--- src/rtl/cs_pkg.sv ---
package cs_pkg;

    localparam int ELEM_W    = 16;
    localparam int DOT_W     = 42;
    localparam int NORM_W    = 41;
    localparam int MUL_W     = 42;
    localparam int PROD_W    = 2 * MUL_W;
    localparam int Q_W       = 16;
    localparam int ROOT_W    = 116;
    localparam int LSH       = 30;
    localparam int STEP_W    = 6;
    localparam int MUL_STEPS = MUL_W;
    localparam int MAX_LEN_D = 2048;

    typedef struct packed {
        logic signed [ELEM_W-1:0] element_a;
        logic signed [ELEM_W-1:0] element_b;
        logic                     last;
    } t_in;

    typedef struct packed {
        logic signed [ELEM_W-1:0] similarity;
        logic                     zero_norm;
        logic                     too_long;
    } t_out;

    typedef struct packed {
        logic accum;
        logic load_p;
        logic mul_step;
        logic save_p;
        logic save_l;
        logic root_step;
        logic out_load;
    } t_cmd;

    typedef struct packed {
        logic zero;
        logic root_last;
    } t_sts;

endpackage

--- src/rtl/cosine_similarity_q15.sv ---
// Streaming cosine similarity of two Q1.15 vectors. Element pairs are taken one per cycle
// while the input is not stalled, and accumulate into a saturating dot product and two
// squared norms. After the pair marked last the input stalls while the result is formed by
// two shift-add multiplies (the norm product, then the squared dot) and a 16-step
// square-root-and-divide search, all skipped when a norm is zero. The result is rounded
// toward zero and saturated; too_long flags vectors longer than MAX_LEN.
module cosine_similarity_q15 import cs_pkg::*; #(
    parameter int MAX_LEN = MAX_LEN_D
) (
    input  logic i_clk,
    input  logic i_rst_n,
    input  logic i_in_valid,
    output logic o_in_stall,
    input  t_in  i_in_data,
    output logic o_out_valid,
    input  logic i_out_stall,
    output t_out o_out_data
);

    t_cmd cmd;
    t_sts sts;

    cs_ctrl u_ctrl (
        .i_clk       (i_clk),
        .i_rst_n     (i_rst_n),
        .i_in_valid  (i_in_valid),
        .i_in_last   (i_in_data.last),
        .o_in_stall  (o_in_stall),
        .o_out_valid (o_out_valid),
        .i_out_stall (i_out_stall),
        .i_sts       (sts),
        .o_cmd       (cmd)
    );

    cs_datapath #(.MAX_LEN(MAX_LEN)) u_dp (
        .i_clk   (i_clk),
        .i_rst_n (i_rst_n),
        .i_cmd   (cmd),
        .i_in    (i_in_data),
        .o_sts   (sts),
        .o_out   (o_out_data)
    );

endmodule

--- src/rtl/cs_datapath.sv ---
module cs_datapath import cs_pkg::*; #(
    parameter int MAX_LEN = MAX_LEN_D
) (
    input  logic i_clk,
    input  logic i_rst_n,
    input  t_cmd i_cmd,
    input  t_in  i_in,
    output t_sts o_sts,
    output t_out o_out
);

    localparam int CNT_W = $clog2(MAX_LEN + 2);

    logic signed [DOT_W-1:0]  r_dot;
    logic        [NORM_W-1:0] r_na, r_nb;
    logic        [CNT_W-1:0]  r_cnt;
    logic                     r_ovf;
    logic        [PROD_W-1:0] r_mc, r_prod, r_p, r_l;
    logic        [MUL_W-1:0]  r_mp;
    logic        [ROOT_W-1:0] r_s, r_ts, r_ps;
    logic        [Q_W-1:0]    r_q;
    logic        [3:0]        r_k;
    t_out                     r_out;

    logic signed [2*ELEM_W-1:0] ab;
    logic        [ELEM_W-1:0]   ua, ub;
    logic        [2*ELEM_W-1:0] ua2, ub2;
    logic signed [DOT_W:0]      dsum;
    logic        [NORM_W:0]     nsa, nsb;
    logic        [MUL_W-1:0]    mag;
    logic        [ROOT_W-1:0]   trial, lhs;
    logic        [CNT_W-1:0]    cnt_inc;
    logic        [Q_W:0]        qneg;

    always_comb begin
        ab   = i_in.element_a * i_in.element_b;
        ua   = i_in.element_a[ELEM_W-1] ? ELEM_W'(-i_in.element_a) : i_in.element_a;
        ub   = i_in.element_b[ELEM_W-1] ? ELEM_W'(-i_in.element_b) : i_in.element_b;
        ua2  = ua * ua;
        ub2  = ub * ub;
        dsum = (DOT_W+1)'(r_dot) + (DOT_W+1)'(ab);
        nsa  = {1'b0, r_na} + (NORM_W+1)'(ua2);
        nsb  = {1'b0, r_nb} + (NORM_W+1)'(ub2);
        mag  = r_dot[DOT_W-1] ? MUL_W'(-r_dot) : MUL_W'(r_dot);
        trial = r_s + r_ts + r_ps;
        lhs   = ROOT_W'({r_l, {LSH{1'b0}}});
        cnt_inc = (r_cnt <= CNT_W'(MAX_LEN)) ? r_cnt + 1'b1 : r_cnt;
        qneg  = (Q_W+1)'(r_q) > (Q_W+1)'(32768) ? (Q_W+1)'(32768) : (Q_W+1)'(r_q);
    end

    always_ff @(posedge i_clk) begin
        if (!i_rst_n) begin
            r_dot <= '0;
            r_na  <= '0;
            r_nb  <= '0;
            r_cnt <= '0;
            r_ovf <= 1'b0;
        end else if (i_cmd.accum) begin
            if (dsum > (DOT_W+1)'((64'sd1 <<< (DOT_W-1)) - 1))
                r_dot <= {1'b0, {(DOT_W-1){1'b1}}};
            else if (dsum < -((DOT_W+1)'(64'sd1 <<< (DOT_W-1))))
                r_dot <= {1'b1, {(DOT_W-1){1'b0}}};
            else
                r_dot <= dsum[DOT_W-1:0];
            r_na  <= nsa[NORM_W] ? {NORM_W{1'b1}} : nsa[NORM_W-1:0];
            r_nb  <= nsb[NORM_W] ? {NORM_W{1'b1}} : nsb[NORM_W-1:0];
            r_cnt <= cnt_inc;
            if (cnt_inc > CNT_W'(MAX_LEN))
                r_ovf <= 1'b1;
        end else if (i_cmd.out_load) begin
            r_dot <= '0;
            r_na  <= '0;
            r_nb  <= '0;
            r_cnt <= '0;
            r_ovf <= 1'b0;
        end
    end

    always_ff @(posedge i_clk) begin
        if (i_cmd.load_p) begin
            r_mc   <= PROD_W'(r_na);
            r_mp   <= MUL_W'(r_nb);
            r_prod <= '0;
        end else if (i_cmd.save_p) begin
            r_p    <= r_prod;
            r_mc   <= PROD_W'(mag);
            r_mp   <= mag;
            r_prod <= '0;
        end else if (i_cmd.mul_step) begin
            if (r_mp[0])
                r_prod <= r_prod + r_mc;
            r_mc <= r_mc << 1;
            r_mp <= r_mp >> 1;
        end
        if (i_cmd.save_l) begin
            r_l  <= r_prod;
            r_s  <= '0;
            r_ts <= '0;
            r_ps <= ROOT_W'({r_p, {LSH{1'b0}}});
            r_q  <= '0;
            r_k  <= 4'(Q_W - 1);
        end else if (i_cmd.root_step) begin
            if (trial <= lhs) begin
                r_s      <= trial;
                r_ts     <= (r_ts >> 1) + r_ps;
                r_q[r_k] <= 1'b1;
            end else begin
                r_ts <= r_ts >> 1;
            end
            r_ps <= r_ps >> 2;
            r_k  <= r_k - 1'b1;
        end
        if (i_cmd.out_load) begin
            r_out.too_long  <= r_ovf;
            r_out.zero_norm <= o_sts.zero;
            if (o_sts.zero)
                r_out.similarity <= '0;
            else if (r_dot[DOT_W-1])
                r_out.similarity <= ELEM_W'(-qneg);
            else if (r_q > Q_W'(32767))
                r_out.similarity <= ELEM_W'(32767);
            else
                r_out.similarity <= r_q;
        end
    end

    assign o_sts.zero      = (r_na == '0) || (r_nb == '0);
    assign o_sts.root_last = (r_k == '0);
    assign o_out           = r_out;

endmodule

--- src/rtl/cs_ctrl.sv ---
module cs_ctrl import cs_pkg::*; (
    input  logic i_clk,
    input  logic i_rst_n,
    input  logic i_in_valid,
    input  logic i_in_last,
    output logic o_in_stall,
    output logic o_out_valid,
    input  logic i_out_stall,
    input  t_sts i_sts,
    output t_cmd o_cmd
);

    typedef enum logic [2:0] {
        S_ACC, S_CHECK, S_MULP, S_SAVEP, S_MULL, S_SAVEL, S_ROOT, S_FIN
    } t_state;

    t_state            r_state, n_state;
    logic [STEP_W-1:0] r_cnt;
    logic              r_out_valid;
    logic              load_ok;

    assign load_ok = !r_out_valid || !i_out_stall;

    always_comb begin
        o_cmd           = '0;
        o_cmd.accum     = (r_state == S_ACC) && i_in_valid;
        o_cmd.load_p    = (r_state == S_CHECK) && !i_sts.zero;
        o_cmd.mul_step  = (r_state == S_MULP) || (r_state == S_MULL);
        o_cmd.save_p    = (r_state == S_SAVEP);
        o_cmd.save_l    = (r_state == S_SAVEL);
        o_cmd.root_step = (r_state == S_ROOT);
        o_cmd.out_load  = (r_state == S_FIN) && load_ok;
        n_state = r_state;
        unique case (r_state)
            S_ACC:   if (i_in_valid && i_in_last) n_state = S_CHECK;
            S_CHECK: n_state = i_sts.zero ? S_FIN : S_MULP;
            S_MULP:  if (r_cnt == STEP_W'(MUL_STEPS - 1)) n_state = S_SAVEP;
            S_SAVEP: n_state = S_MULL;
            S_MULL:  if (r_cnt == STEP_W'(MUL_STEPS - 1)) n_state = S_SAVEL;
            S_SAVEL: n_state = S_ROOT;
            S_ROOT:  if (i_sts.root_last) n_state = S_FIN;
            S_FIN:   if (load_ok) n_state = S_ACC;
            default: n_state = S_ACC;
        endcase
    end

    always_ff @(posedge i_clk) begin
        if (!i_rst_n) begin
            r_state     <= S_ACC;
            r_cnt       <= '0;
            r_out_valid <= 1'b0;
        end else begin
            r_state <= n_state;
            r_cnt   <= o_cmd.mul_step && (n_state == r_state) ? r_cnt + 1'b1 : '0;
            if (o_cmd.out_load)
                r_out_valid <= 1'b1;
            else if (!i_out_stall)
                r_out_valid <= 1'b0;
        end
    end

    assign o_in_stall  = (r_state != S_ACC);
    assign o_out_valid = r_out_valid;

endmodule

--- config.mk ---
export PLATFORM = sky130hd
export DESIGN_NAME = cosine_similarity_q15
export DESIGN_NICKNAME = d
export VERILOG_FILES = /design/src/rtl/cs_pkg.sv /design/src/rtl/cosine_similarity_q15.sv /design/src/rtl/cs_datapath.sv /design/src/rtl/cs_ctrl.sv
export SDC_FILE = /design/constraint.sdc
export NUM_CORES = 2
export LEC_CHECK = 0
export BUFFER_PORTS_ARGS = -buffer_cell sky130_fd_sc_hd__buf_2
export CAP_MARGIN = 10
export CELL_PAD_IN_SITES_DETAIL_PLACEMENT = 1
export CELL_PAD_IN_SITES_GLOBAL_PLACEMENT = 1
export CORE_MARGIN = 3
export CORE_UTILIZATION = 52
export DETAILED_ROUTE_END_ITERATION = 8
export HOLD_SLACK_MARGIN = 0.1
export PLACE_DENSITY_LB_ADDON = 0.05
export SETUP_SLACK_MARGIN = 0.4
export SYNTH_ARGS = -nofsm -noshare
export SYNTH_HDL_FRONTEND = slang
export SYNTH_HIERARCHICAL = 1
export SYNTH_SLANG_ARGS = --single-unit
--- constraint.sdc ---
create_clock -name i_clk -period 11 [get_ports i_clk]
set_clock_uncertainty 0.15 [all_clocks]
set_input_delay 0 -clock i_clk [delete_from_list [all_inputs] [get_ports i_clk]]
set_output_delay 0 -clock i_clk [all_outputs]
set_load 0.01 [all_outputs]
==> results.ini <==
[setup_path]
timing.rr.end=u_dp/r_s[105]
cp_slowest_cell=nor4_4
required_ns=11.46
worstReg2RegStart=u_dp/r_ps[5]
crit_type=reg2reg
end_kind=register
worst_r2r_path_depth=28
cp_max_fo=34
startpoint_type=register
rrSetupSlack_ns=0.65
cp.arrival_ns=10.81
max_stage_delay_ns=0.65

[global_routing]
grt_pass1_vias=79100
antenna_found_initial=2
grt_max_degree=163
overflow=0
grt.total_usage=0.334
grt_first_pass_wirelength_um=467000

[status]
status=complete, no violations

[route]
first_iter_violations=4958
drc_errors=0
ant_nets=0
drtPass1Iterations=7
vias=74500
vias_per_cell=6.10
wl_per_cell_um=24.6
routed_wl_um=301000

[cells_and_area]
multi_input_area_mm2=0.0615
nets=11400
synthToLayoutAreaGrowth_pct=6.66
drive_gt1_frac=0.0452
stdcell_count=12200
regArea_mm2=0.0217
fillCellCount=19600

[synthesis]
synthCells=10000
async_flop_share=0
synth.area.top_cells=fa_1, dfxtp_1, edfxtp_1
ys.warnings.count=6
synth_common_cells=inv_1, fa_1, nand2_1
ys_ff_latch=909
syn_area_mm2=0.0895
syn_area_per_cell_um2=8.95
yosysTopAreaCell=fa_1
ys.flop_type=dfxtp_1
synth-edff-count=352
ys_seq_area_frac=0.243
synth_top_area_share=0.191
yosysUniqueCellTypes=103
yosysMostFrequentCell=inv_1

[clocking]
root_buffer=clkbuf_16
cts_htree_levels=3
cts_buffers=101
numClockSinks=909
clock_path_buffers=3
cts.reportedPaths.clkPinSlew_ns=0.06
insertion_delay_ns=0.75
cts_tree=done

[sta]
slew_viol_final=0
worst_slew_margin_rel=0.0965
rsz0062_at_grt=false
final-hold-violation-count=0
setup_viol=0
finalCriticalPeriod_ns=10.35
hold_slack_ns=0.174
worst_pin_slew_ns=1.35
timing.fmax_mhz=96.6
setup_tns_ns=0
min_period_over_period=0.941

[placed_design]
port_buffers=56
dp_cells=12000
dpl.hpwl_um=240000
globalplace.congestion=0.935

[floorplanning]
design.core.area_mm2=0.170
die_w_um=421
fp.dieH_um=421
dieArea_mm2=0.177
rows=151
io_pins=57
start_util=0.526

[worst_hold_path]
holdPathEnd=u_dp/r_na[0]
hold_path_class=in2reg
hold_depth=5
min_from=i_in_data[17]

[job]
max-cap-violations=0

cell families after synthesis:
family,count (synthesis),share of synthesized area
compound gates,2383,0.177
xor+xnor,444,0.0436
fa+ha+maj,1592,0.294
buf+inv,1719,0.0734
flops,909,0.243
mux,248,0.0278
other cells,2,0.0000839
simple gates,2706,0.141
stage by stage:
step | utilization | worst slack, ns | instance area (µm²)
global route | 0.561 | 0.486 | 95500
global placement | 0.540 | -0.390 | 91800
detailed placement | 0.540 | -0.0255 | 91900
floorplan | - | 1.19 | 89600
CTS | 0.561 | 0.445 | 95400
finish | 0.561 | 0.647 | 95500
critical path, delay by kind of cell (launching register included):
kind            cells  cell delay (ns)
simple gates       10             3.97
compound gates     12             3.69
fa+ha+maj           3             1.22
buf+inv             3             0.74
flops               1             0.43
area by class of cell:
| type | instances | share of cell area |
|---|---|---|
| clock buffer | 128 | 0.0290 |
| tap | 2295 | 0.0301 |
| sequential | 909 | 0.227 |
| clock inverter | 62 | 0.00738 |
| multi-input combinational | 7397 | 0.644 |
| inverter | 1238 | 0.0487 |
| antenna | 1 | 0.0000262 |
| timing repair buffer | 172 | 0.0133 |
flip-flops by register name, indices dropped and copies added (netlist names):
name                cells
u_dp/r_cnt             12
u_dp/r_k                4
u_dp/r_nb              41
u_dp/r_ts             116
u_dp/r_prod            84
u_dp/r_dot             42
u_ctrl/o_out_valid      1
u_dp/r_ps             114
u_dp/r_na              41
u_dp/r_s              116
u_dp/r_ovf              1
u_ctrl/r_state          3
u_dp/r_l               84
u_dp/r_mc              84
u_dp/o_out             18
u_ctrl/r_cnt            6
u_dp/r_mp              42
u_dp/r_q               16
u_dp/r_p               84
layout by cell type, fill, tap and decap left out, types with 99 or more instances in the layout:
| cell type | n |
|---|---|
| o21ai_0 | 472 |
| nand2_1 | 849 |
| mux2i_1 | 245 |
| ha_1 | 734 |
| fa_1 | 852 |
| nor3_1 | 111 |
| a21o_1 | 269 |
| edfxtp_1 | 352 |
| a221o_1 | 117 |
| xnor2_1 | 257 |
| nand4_1 | 145 |
| nand3_1 | 125 |
| clkbuf_16 | 103 |
| buf_4 | 99 |
| a22o_1 | 99 |
| dfxtp_1 | 556 |
| a21oi_1 | 614 |
| a31oi_1 | 101 |
| inv_1 | 1218 |
| and2_1 | 178 |
| nor2_1 | 837 |
| a211oi_1 | 117 |
| xor2_1 | 183 |
metal layers:
metal / vias up / part of all wire / track usage
met5: - / 0 / 0
met4: 0 / 0.052 / 0.152
met3: 548 / 0.045 / 0.0325
met2: 1974 / 0.48 / 0.564
met1: 37900 / 0.43 / 0.433
li1: 34100 / - / -
worst max path at each step:
stage / startpoint / to / slack [ns] / cells past startpoint
finish: u_dp/r_ps[5] / u_dp/r_s[105] / 0.65 / 28
global route: u_dp/r_ts[21] / u_dp/r_s[93] / 0.49 / 28
CTS: u_dp/r_ps[5] / u_dp/r_s[112] / 0.44 / 27
detailed placement: u_dp/r_ts[1] / u_dp/r_ts[113] / -0.03 / 28
global placement: u_dp/r_ts[1] / u_dp/r_ts[113] / -0.39 / 28
floorplan: u_ctrl/r_state[0] / u_dp/r_ps[100] / 1.19 / 5
repair_timing:
action,4_1_cts,5_1_grt
pin swaps,0,1
endpoints found under the hold margin,103,0
gates resized for setup,3,3
hold buffers,9,0
endpoints found under the setup margin,237,64
buffers inserted,0,1
Power is not shown: default switching activity piles up to over one toggle a cycle in this logic, so the estimate is an artifact.
